### src/rtl/level_priority_page_cache_core_macros.svh
// Assertion macros for the level priority page cache core.
`ifndef LEVEL_PRIORITY_PAGE_CACHE_CORE_MACROS_SVH
`define LEVEL_PRIORITY_PAGE_CACHE_CORE_MACROS_SVH

// Same-cycle implication, sampled on clk_i, off during reset.
`define LPPC_ASSERT_IMP(lbl, ant, con, msg) \
  lbl: assert property (@(posedge clk_i) disable iff (!rst_ni) (ant) |-> (con)) \
    else $error(msg);

// Next-cycle implication, sampled on clk_i, off during reset.
`define LPPC_ASSERT_NXT(lbl, ant, con, msg) \
  lbl: assert property (@(posedge clk_i) disable iff (!rst_ni) (ant) |=> (con)) \
    else $error(msg);

`endif

### src/rtl/lppc_pkg.sv
// Shared types and constants of the level priority page cache.
package lppc_pkg;

  localparam int CachePages = 16;
  localparam int SlotW      = (CachePages > 1) ? $clog2(CachePages) : 1;
  localparam int SlotOutW   = 4;
  localparam int CfgW       = 5;
  localparam int CmpW       = SlotW + CfgW + 1;
  localparam int OpW        = 2;
  localparam int IdW        = 32;
  localparam int LvlW       = 8;
  localparam logic [CfgW-1:0] PagesReset = CfgW'(16);

  typedef enum logic [OpW-1:0] {
    OP_GET  = 2'd0,
    OP_SAVE = 2'd1,
    OP_FREE = 2'd2
  } op_e;

  typedef enum logic [2:0] {
    ST_IDLE   = 3'b001,
    ST_SCAN   = 3'b010,
    ST_COMMIT = 3'b100
  } state_e;

  typedef struct packed {
    logic start;
    logic scan;
    logic commit;
  } ctrl_cmd_t;

  typedef struct packed {
    logic scan_last;
  } ctrl_sts_t;

endpackage

### src/rtl/lppc_ctrl.sv
// Request sequencer: accept, slot walk, commit and result handshake.
module lppc_ctrl
  import lppc_pkg::*;
(
  input  logic      clk_i,
  input  logic      rst_ni,
  input  logic      in_valid_i,
  output logic      in_ready_o,
  output logic      out_valid_o,
  input  logic      out_ready_i,
  input  ctrl_sts_t sts_i,
  output ctrl_cmd_t cmd_o
);

  state_e state_q, state_d;
  logic   out_valid_q, out_valid_d;
  logic   out_free;

  assign in_ready_o  = (state_q == ST_IDLE);
  assign out_valid_o = out_valid_q;
  assign out_free    = !out_valid_q || out_ready_i;

  always_comb begin
    state_d      = state_q;
    cmd_o.start  = 1'b0;
    cmd_o.scan   = 1'b0;
    cmd_o.commit = 1'b0;
    case (state_q)
      ST_IDLE: begin
        if (in_valid_i) begin
          cmd_o.start = 1'b1;
          state_d     = ST_SCAN;
        end
      end
      ST_SCAN: begin
        cmd_o.scan = 1'b1;
        if (sts_i.scan_last) begin
          state_d = ST_COMMIT;
        end
      end
      ST_COMMIT: begin
        // hold until the result register is free
        if (out_free) begin
          cmd_o.commit = 1'b1;
          state_d      = ST_IDLE;
        end
      end
      default: begin
        state_d = ST_IDLE;
      end
    endcase
  end

  always_comb begin
    out_valid_d = out_valid_q;
    if (cmd_o.commit) begin
      out_valid_d = 1'b1;
    end else if (out_ready_i) begin
      out_valid_d = 1'b0;
    end
  end

  always_ff @(posedge clk_i or negedge rst_ni) begin
    if (!rst_ni) begin
      state_q     <= ST_IDLE;
      out_valid_q <= 1'b0;
    end else begin
      state_q     <= state_d;
      out_valid_q <= out_valid_d;
    end
  end

endmodule

### src/rtl/lppc_dp.sv
// Datapath: entry store, slot walk compare unit, result register, config.
module lppc_dp
  import lppc_pkg::*;
(
  input  logic                clk_i,
  input  logic                rst_ni,
  input  ctrl_cmd_t           cmd_i,
  output ctrl_sts_t           sts_o,
  input  logic                cfg_valid_i,
  output logic                cfg_ready_o,
  input  logic [CfgW-1:0]     cfg_data_i,
  input  logic [OpW-1:0]      operation_i,
  input  logic [IdW-1:0]      node_id_i,
  input  logic [LvlW-1:0]     level_i,
  output logic                hit_o,
  output logic [SlotOutW-1:0] slot_o,
  output logic                disk_read_o,
  output logic                placed_o,
  output logic                evicted_o,
  output logic [IdW-1:0]      evicted_id_o,
  output logic                write_through_o,
  output logic                freed_o
);

  logic [CfgW-1:0]  pages_q;
  logic [CachePages-1:0] entry_valid_q;
  logic [IdW-1:0]   entry_id_q    [CachePages];
  logic [LvlW-1:0]  entry_level_q [CachePages];

  logic [OpW-1:0]   req_op_q;
  logic [IdW-1:0]   req_id_q;
  logic [LvlW-1:0]  req_lvl_q;

  logic [SlotW-1:0] idx_q;
  logic             hit_q;
  logic [SlotW-1:0] hit_slot_q;
  logic             free_q;
  logic [SlotW-1:0] free_slot_q;
  logic             have_q;
  logic [SlotW-1:0] best_slot_q;
  logic [LvlW-1:0]  best_lvl_q;
  logic [IdW-1:0]   best_id_q;

  logic             hit_q_o, disk_read_q, placed_q, evicted_q, wt_q, freed_q;
  logic [SlotW-1:0] slot_q;
  logic [IdW-1:0]   evicted_id_q;

  logic             cur_valid;
  logic [IdW-1:0]   cur_id;
  logic [LvlW-1:0]  cur_lvl;
  logic [CmpW-1:0]  act_slots;
  logic             in_lim;
  logic             better;

  logic             res_hit, res_disk, res_placed, res_evict, res_wt, res_freed;
  logic [SlotW-1:0] res_slot;
  logic [IdW-1:0]   res_evict_id;
  logic             wr_en, clr_en;
  logic             is_get;

  assign cfg_ready_o     = 1'b1;
  assign sts_o.scan_last = (idx_q == SlotW'(CachePages - 1));

  always_ff @(posedge clk_i or negedge rst_ni) begin
    if (!rst_ni) begin
      pages_q <= PagesReset;
    end else if (cfg_valid_i) begin
      pages_q <= cfg_data_i;
    end
  end

  // slot walk: one entry compared per cycle
  assign cur_valid = entry_valid_q[idx_q];
  assign cur_id    = entry_id_q[idx_q];
  assign cur_lvl   = entry_level_q[idx_q];
  assign act_slots = (CmpW'(pages_q) < CmpW'(CachePages)) ? CmpW'(pages_q)
                                                           : CmpW'(CachePages);
  assign in_lim    = CmpW'(idx_q) < act_slots;
  assign better    = !have_q || (cur_lvl < best_lvl_q) ||
                     ((cur_lvl == best_lvl_q) && (cur_id < best_id_q));

  always_ff @(posedge clk_i or negedge rst_ni) begin
    if (!rst_ni) begin
      idx_q  <= '0;
      hit_q  <= 1'b0;
      free_q <= 1'b0;
      have_q <= 1'b0;
    end else if (cmd_i.start) begin
      idx_q  <= '0;
      hit_q  <= 1'b0;
      free_q <= 1'b0;
      have_q <= 1'b0;
    end else if (cmd_i.scan) begin
      idx_q <= idx_q + SlotW'(1);
      if (cur_valid && (cur_id == req_id_q) && !hit_q) begin
        hit_q <= 1'b1;
      end
      if (in_lim && !cur_valid && !free_q) begin
        free_q <= 1'b1;
      end
      if (in_lim && better) begin
        have_q <= 1'b1;
      end
    end
  end

  always_ff @(posedge clk_i) begin
    if (cmd_i.start) begin
      req_op_q  <= operation_i;
      req_id_q  <= node_id_i;
      req_lvl_q <= level_i;
    end
    if (cmd_i.scan) begin
      if (cur_valid && (cur_id == req_id_q) && !hit_q) begin
        hit_slot_q <= idx_q;
      end
      if (in_lim && !cur_valid && !free_q) begin
        free_slot_q <= idx_q;
      end
      if (in_lim && better) begin
        best_slot_q <= idx_q;
        best_lvl_q  <= cur_lvl;
        best_id_q   <= cur_id;
      end
    end
  end

  // decide the outcome from the walk summary
  always_comb begin
    res_hit      = 1'b0;
    res_disk     = 1'b0;
    res_placed   = 1'b0;
    res_evict    = 1'b0;
    res_wt       = 1'b0;
    res_freed    = 1'b0;
    res_slot     = '0;
    res_evict_id = '0;
    wr_en        = 1'b0;
    clr_en       = 1'b0;
    is_get       = (req_op_q == OP_GET);
    case (op_e'(req_op_q))
      OP_FREE: begin
        if (hit_q) begin
          clr_en    = 1'b1;
          res_hit   = 1'b1;
          res_slot  = hit_slot_q;
          res_freed = 1'b1;
        end
      end
      OP_GET, OP_SAVE: begin
        if (pages_q == '0) begin
          res_disk = is_get;
          res_wt   = !is_get;
        end else if (hit_q) begin
          res_hit  = 1'b1;
          res_slot = hit_slot_q;
        end else begin
          if (free_q) begin
            wr_en      = 1'b1;
            res_placed = 1'b1;
            res_slot   = free_slot_q;
          end else if (have_q && (best_lvl_q <= req_lvl_q)) begin
            wr_en        = 1'b1;
            res_placed   = 1'b1;
            res_evict    = 1'b1;
            res_evict_id = best_id_q;
            res_slot     = best_slot_q;
          end
          res_disk = is_get;
          res_wt   = !is_get && !res_placed;
        end
      end
      default: begin
        res_hit = 1'b0;
      end
    endcase
  end

  always_ff @(posedge clk_i or negedge rst_ni) begin
    if (!rst_ni) begin
      entry_valid_q <= '0;
    end else if (cmd_i.commit && clr_en) begin
      entry_valid_q[res_slot] <= 1'b0;
    end else if (cmd_i.commit && wr_en) begin
      entry_valid_q[res_slot] <= 1'b1;
    end
  end

  always_ff @(posedge clk_i) begin
    if (cmd_i.commit && wr_en) begin
      entry_id_q[res_slot]    <= req_id_q;
      entry_level_q[res_slot] <= req_lvl_q;
    end
  end

  always_ff @(posedge clk_i) begin
    if (cmd_i.commit) begin
      hit_q_o      <= res_hit;
      slot_q       <= res_slot;
      disk_read_q  <= res_disk;
      placed_q     <= res_placed;
      evicted_q    <= res_evict;
      evicted_id_q <= res_evict_id;
      wt_q         <= res_wt;
      freed_q      <= res_freed;
    end
  end

  assign hit_o           = hit_q_o;
  assign slot_o          = SlotOutW'(slot_q);
  assign disk_read_o     = disk_read_q;
  assign placed_o        = placed_q;
  assign evicted_o       = evicted_q;
  assign evicted_id_o    = evicted_id_q;
  assign write_through_o = wt_q;
  assign freed_o         = freed_q;

endmodule

### src/rtl/level_priority_page_cache_core.sv
// A request walks all slots in ST_SCAN, then ST_COMMIT waits for a free result register.
// Requests are taken only in ST_IDLE; a single compare unit walks the slots one per cycle.
// A new request is taken while the previous result beat still waits in the output register.
// Reset: valid bits cleared, pages_q set to 16, no clearing pass; config taken any cycle.
// Top level: sequencer and datapath of the level priority page cache.
`include "level_priority_page_cache_core_macros.svh"
module level_priority_page_cache_core
  import lppc_pkg::*;
(
  input  logic                clk_i,
  input  logic                rst_ni,
  input  logic                cfg_valid_i,
  output logic                cfg_ready_o,
  input  logic [CfgW-1:0]     cfg_data_i,
  input  logic                in_valid_i,
  output logic                in_ready_o,
  input  logic [OpW-1:0]      operation_i,
  input  logic [IdW-1:0]      node_id_i,
  input  logic [LvlW-1:0]     level_i,
  output logic                out_valid_o,
  input  logic                out_ready_i,
  output logic                hit_o,
  output logic [SlotOutW-1:0] slot_o,
  output logic                disk_read_o,
  output logic                placed_o,
  output logic                evicted_o,
  output logic [IdW-1:0]      evicted_id_o,
  output logic                write_through_o,
  output logic                freed_o
);

  ctrl_cmd_t cmd;
  ctrl_sts_t sts;

  lppc_ctrl u_ctrl (
    .clk_i       (clk_i),
    .rst_ni      (rst_ni),
    .in_valid_i  (in_valid_i),
    .in_ready_o  (in_ready_o),
    .out_valid_o (out_valid_o),
    .out_ready_i (out_ready_i),
    .sts_i       (sts),
    .cmd_o       (cmd)
  );

  lppc_dp u_dp (
    .clk_i           (clk_i),
    .rst_ni          (rst_ni),
    .cmd_i           (cmd),
    .sts_o           (sts),
    .cfg_valid_i     (cfg_valid_i),
    .cfg_ready_o     (cfg_ready_o),
    .cfg_data_i      (cfg_data_i),
    .operation_i     (operation_i),
    .node_id_i       (node_id_i),
    .level_i         (level_i),
    .hit_o           (hit_o),
    .slot_o          (slot_o),
    .disk_read_o     (disk_read_o),
    .placed_o        (placed_o),
    .evicted_o       (evicted_o),
    .evicted_id_o    (evicted_id_o),
    .write_through_o (write_through_o),
    .freed_o         (freed_o)
  );

  `LPPC_ASSERT_IMP(a_commit_slot_free, cmd.commit, !out_valid_o || out_ready_i, "result overrun")
  `LPPC_ASSERT_NXT(a_commit_shows, cmd.commit, out_valid_o, "commit did not raise the beat")
  `LPPC_ASSERT_IMP(a_start_on_accept, cmd.start, in_valid_i && in_ready_o, "start without beat")
  `LPPC_ASSERT_NXT(a_busy_after_accept, in_valid_i && in_ready_o, !in_ready_o, "ready while busy")

endmodule

### config.mk
export PLATFORM = sky130hd
export DESIGN_NAME = level_priority_page_cache_core
export DESIGN_NICKNAME = d
export VERILOG_FILES = /design/src/rtl/lppc_pkg.sv /design/src/rtl/lppc_ctrl.sv /design/src/rtl/lppc_dp.sv /design/src/rtl/level_priority_page_cache_core.sv
export VERILOG_INCLUDE_DIRS = /design/src /design/src/rtl
export SDC_FILE = /design/constraint.sdc
export NUM_CORES = 1
export LEC_CHECK = 0
export BUFFER_PORTS_ARGS = -buffer_cell sky130_fd_sc_hd__buf_4
export CAP_MARGIN = 0
export CORE_MARGIN = 2
export CORE_UTILIZATION = 30
export DETAILED_ROUTE_END_ITERATION = 16
export SYNTH_ARGS = -nofsm -noshare
export SYNTH_HDL_FRONTEND = slang
export SYNTH_SLANG_ARGS = --single-unit
### constraint.sdc
create_clock -name clk_i -period 24.5 [get_ports clk_i]
set_input_delay 2.45 -clock clk_i [delete_from_list [all_inputs] [get_ports clk_i]]
set_output_delay 2.45 -clock clk_i [all_outputs]
set_load 0.05 [all_outputs]
==> results.md <==
- The end-of-flow core utilization is 35.2%.
- Yosys printed 0 warnings.
- The met3 capacity usage during global routing is 3.06%.
- The top cell types in the final layout, fill and taps aside, are 776 x edfxtp_1, 146 x mux4_2, 128 x buf_4.
- Of the post-synthesis cell area, the part taken by muxes is 14.1%.
- The mapped cell area is 33100 µm².
- The count of pins over their slew limit is 0.
- The proportion of power drawn by the clock network is 34.2%.
- After Yosys synthesis, full adders, half adders and majority gates account for 1.93% of the synthesized area.
- The critical setup path kind is flop to flop.
- For this run, design rule violations remaining after detail routing come to 0.
- The number of nets with antenna violations after routing is 0.
- The highest achievable clock rate is 143 MHz.
- Yosys mapped a number of flops with a built-in enable equal to 776.
- Counting every instance in the synthesized netlist gives 1784.
- The share of flip-flops with an asynchronous set or reset after synthesis is 3.96%.
- After detailed routing, the number of vias per cell comes to 5.04.
- The xor-xnor portion of the synthesized cell area is 0.741%.
- Across the run, the number of max-cap violations was 0.
- Net switching is 28.4% of the power.
- The busiest layer in global routing is met2.
- Leaving out fill and tap cells, the most frequent cell in the layout is edfxtp_1.
- The cell sitting at the root of the clock tree is a clkbuf_16.
- The setup total negative slack is 0 ps.
- IR analysis of the VDD net gives a maximum drop of 0.0000590 V.
- Of the total power, combinational logic draws 19.0%.
- The number of top-level pins is 97.
- The clock sink total is 808.
- Setup repair after global routing left no endpoint under its margin.
- The met2 usage is 24.6%.
- The synthesized netlist net count is 1887.
- The global-route met1 utilization is 21.5%.
- The worst hold path depth is 1.
- Among all flip-flop cells after synthesis, the most frequent one is edfxtp_1.
- Total power for the finished layout comes to 3.71 mW.
- After synthesis, the cell types taking the most area are edfxtp_1 70%, mux4_2 9.9%, mux2i_1 3.3%.
- The count of input and output buffers is 95.
- The weighted congestion at the end of routability-driven global placement is 0.914.
- The number of cell rows is 121.
- The synthesized design spends more area on one cell type than any other, namely edfxtp_1.
- TritonCTS built the clock tree.
- The largest net degree at the start of global routing is 106.
- After detailed routing, the total wire length is 87900 µm.
- The cell area after layout is 38400 µm².
- The synthesized netlist devotes 4.40% of its cell area to compound gates.
- The height of the die is 336 µm.
- For this design the static power due to leakage is 12.4 nW.
- The via count of the first global-routing pass was 17900.
- TritonCTS created 86 clock buffers.
- The largest family of logic cells by synthesized area is multiplexers.
- Post-CTS timing repair inserted 0 buffers for setup.
- The die outline width is 336 µm.
- The finished layout holds 3471 standard cells, fillers aside.
- The post-synthesis simple-gate area fraction is 4.04%.
- The count of TritonRoute iterations in the first routing pass is 5.
- In this run the power density over the cells is 96.5 nW/µm².
- The tightest min-delay check is of the flop to flop type.
- The floorplan step defined a die boundary enclosing 113000 µm².
- Between clock sinks in the finished design, the worst skew comes to 27.6 ps.
- The H-tree generated during clock tree synthesis spans 3 levels.
- The post-route clock period utilization is 28.5%.
- The placeable core region is 109000 µm².
- The global-route wire length before repair is 127000 µm.
- The initial antenna violation count came to 4.
- The total of fill cells in the finished design is 10200.
- The net switching power of the design is 1.05 mW.
- The sequential power share is 46.9%.
- The transition at the pin with the smallest max-transition slack is 1220 ps.
- The worst path in the final design needs a cycle of 6980 ps, including I/O delays and setup.
- For this block, the via count after detailed routing is 17500.
- The number of instances resized during post-cts repair is 0.
- The critical path required time is 24760 ps.
- The detail-routed net length per standard cell is 25.3 µm.
- The total setup violations reported at the end of the flow is 0.
- A synthesized cell averages 18.6 µm².
- The critical path launch point type is a flop.
- The internal portion of the total power is 2.65 mW.
- Global routing consumed, over all layers together, 15.5% of the routing resources.
- The insertion delay to the later sink of the worst-skew pair is 650 ps.
- The area after detailed placement is 35700 µm².
- The layout overhead on the synthesized area is 16.0%.
- The combined area of the multi-input logic cells is 8460 µm².
- The instance count after placement with tap cells included is 3314.
- The detailed router finished its first iteration with 1940 violations.
- The post-route netlist has 22.3% of its cells at a drive strength greater than 1.
- After synthesis, the largest area contributor takes up 70.4% of total cell area.
- In this run, synthesis produced a sequential element count of 808.
- The worst setup path is captured at a flop.
- The placed wire-length estimate after detailed placement is 51800 µm.
- The count of unique library cells instantiated by Yosys is 69.
- The number of cells on the worst reg-to-reg path is 16.
- The buffer depth of the longest clock path is 3.
- In this run, post-CTS hold repair placed 0 buffers.
- Clock-pin slew was measured on the worst setup and hold paths at 60 ps.
- Headroom to the max-slew limit came out at 17.8%.
- After global routing the overflow that remains totals 0.
- The sequential fraction of the synthesis area is 72.8%.
- The flip-flop and latch area is 24100 µm².
- For this configuration, the core starts out at a cell density of 30.3%.
- STA puts the critical path data arrival time at 7250 ps.
- The final-report hold violation count is 0.
- The final layout contains 2029 nets.
- The run finished with clean final reports.
- 0 antenna diodes ended up in the layout.
- In this run the worst path has a maximum fanout of 102.
final timing paths:
| check | end | from | slack, ps |
|---|---|---|---|
| hold / removal | u_ctrl.state_q[2] | u_ctrl.state_q[0] | 530 |
| max in group asynchronous | u_dp.idx_q[2] | rst_ni | 22380 |
| min in group asynchronous | async pin | rst_ni | 1750 |
| setup reg to reg | u_dp.best_lvl_q[3] | u_dp.idx_q[1] | 17520 |
| hold reg to reg | u_ctrl.state_q[2] | u_ctrl.state_q[0] | 530 |
| setup / recovery | u_dp.best_lvl_q[3] | u_dp.idx_q[1] | 17520 |
power groups by stage:
stage	clock network, mW	logic [mW]	registers (mW)
after floorplan	0	0.512	1.70
after global placement	0	0.695	1.76
after detailed placement	0	0.702	1.76
after CTS	1.30	0.706	1.74
after global routing	1.35	0.758	1.75
final	1.27	0.702	1.74
through the flow:
| step | hold slack (ps) | setup WS [ps] |
|---|---|---|
| 4_1_cts | 536 | 17480 |
| 6_report | 529 | 17520 |
| 3_3_place_gp | 492 | 17620 |
| 5_1_grt | 544 | 17020 |
| 2_1_floorplan | 481 | 16450 |
| 3_5_place_dp | 520 | 17530 |
registers in the layout, indices dropped and copies added (netlist names), 3 cells and up, named ones only:
name,count
u_dp.free_slot_q,4
u_dp.best_lvl_q,8
u_dp.entry_level_q,128
u_dp.pages_q,5
u_dp.entry_id_q,512
u_dp.evicted_id_o,32
u_ctrl.state_q,3
u_dp.req_id_q,32
u_dp.idx_q,4
u_dp.best_slot_q,4
u_dp.hit_slot_q,4
u_dp.best_id_q,32
u_dp.slot_o,4
u_dp.req_lvl_q,8
cell usage after synthesis (14+ instances only):
library cell,count
clkbuf_1,16
edfxtp_1,776
ha_1,51
inv_1,61
nand2b_1,14
mux2i_1,109
nand2_1,61
dfrtp_1,30
a2bb2oi_1,16
mux4_2,146
xnor2_1,16
nor3_1,18
and2_1,39
buf_2,28
nor2_1,66
a22oi_1,36
a21oi_1,42
o21ai_0,38
buf_1,14
per-layer routing:
metal	wire length (µm)	vias up
met3	6590	104
met4	1900	0
met1	38000	9242
met5	0	-
met2	41400	695
li1	-	7470
worst max-delay path: stages (launching register included):
cell and delay, ps:
dfrtp_4 840, buf_4 740, buf_12 640, and2_1 670
buf_4 290, a22oi_1 90, o21ai_1 170, mux2i_1 150
ha_1 350, nand4_1 100, nor2_1 60, a2111oi_0 480
o211ai_1 150, o21ai_0 250, nor2_1 90, nor3_2 800
buf_4 570
kinds of logic (layout without fill, tap and decap cells):
kind of cell,after synthesis,count (layout)
mux,273,273
fa+ha+maj,51,51
xor+xnor,28,28
flops,808,808
buf+inv,140,351
other cells,1,1
compound gates,218,218
simple gates,265,265
area by class of cell:
cell class / count / area share (%)
timing repair buffer: 130 / 2.61
tap: 1476 / 4.81
inverter: 64 / 0.625
clock buffer: 108 / 5.90
clock inverter: 49 / 1.24
multi-input combinational: 836 / 22.0
sequential: 808 / 62.8
Note: power is estimated with default switching activity, not from simulation.
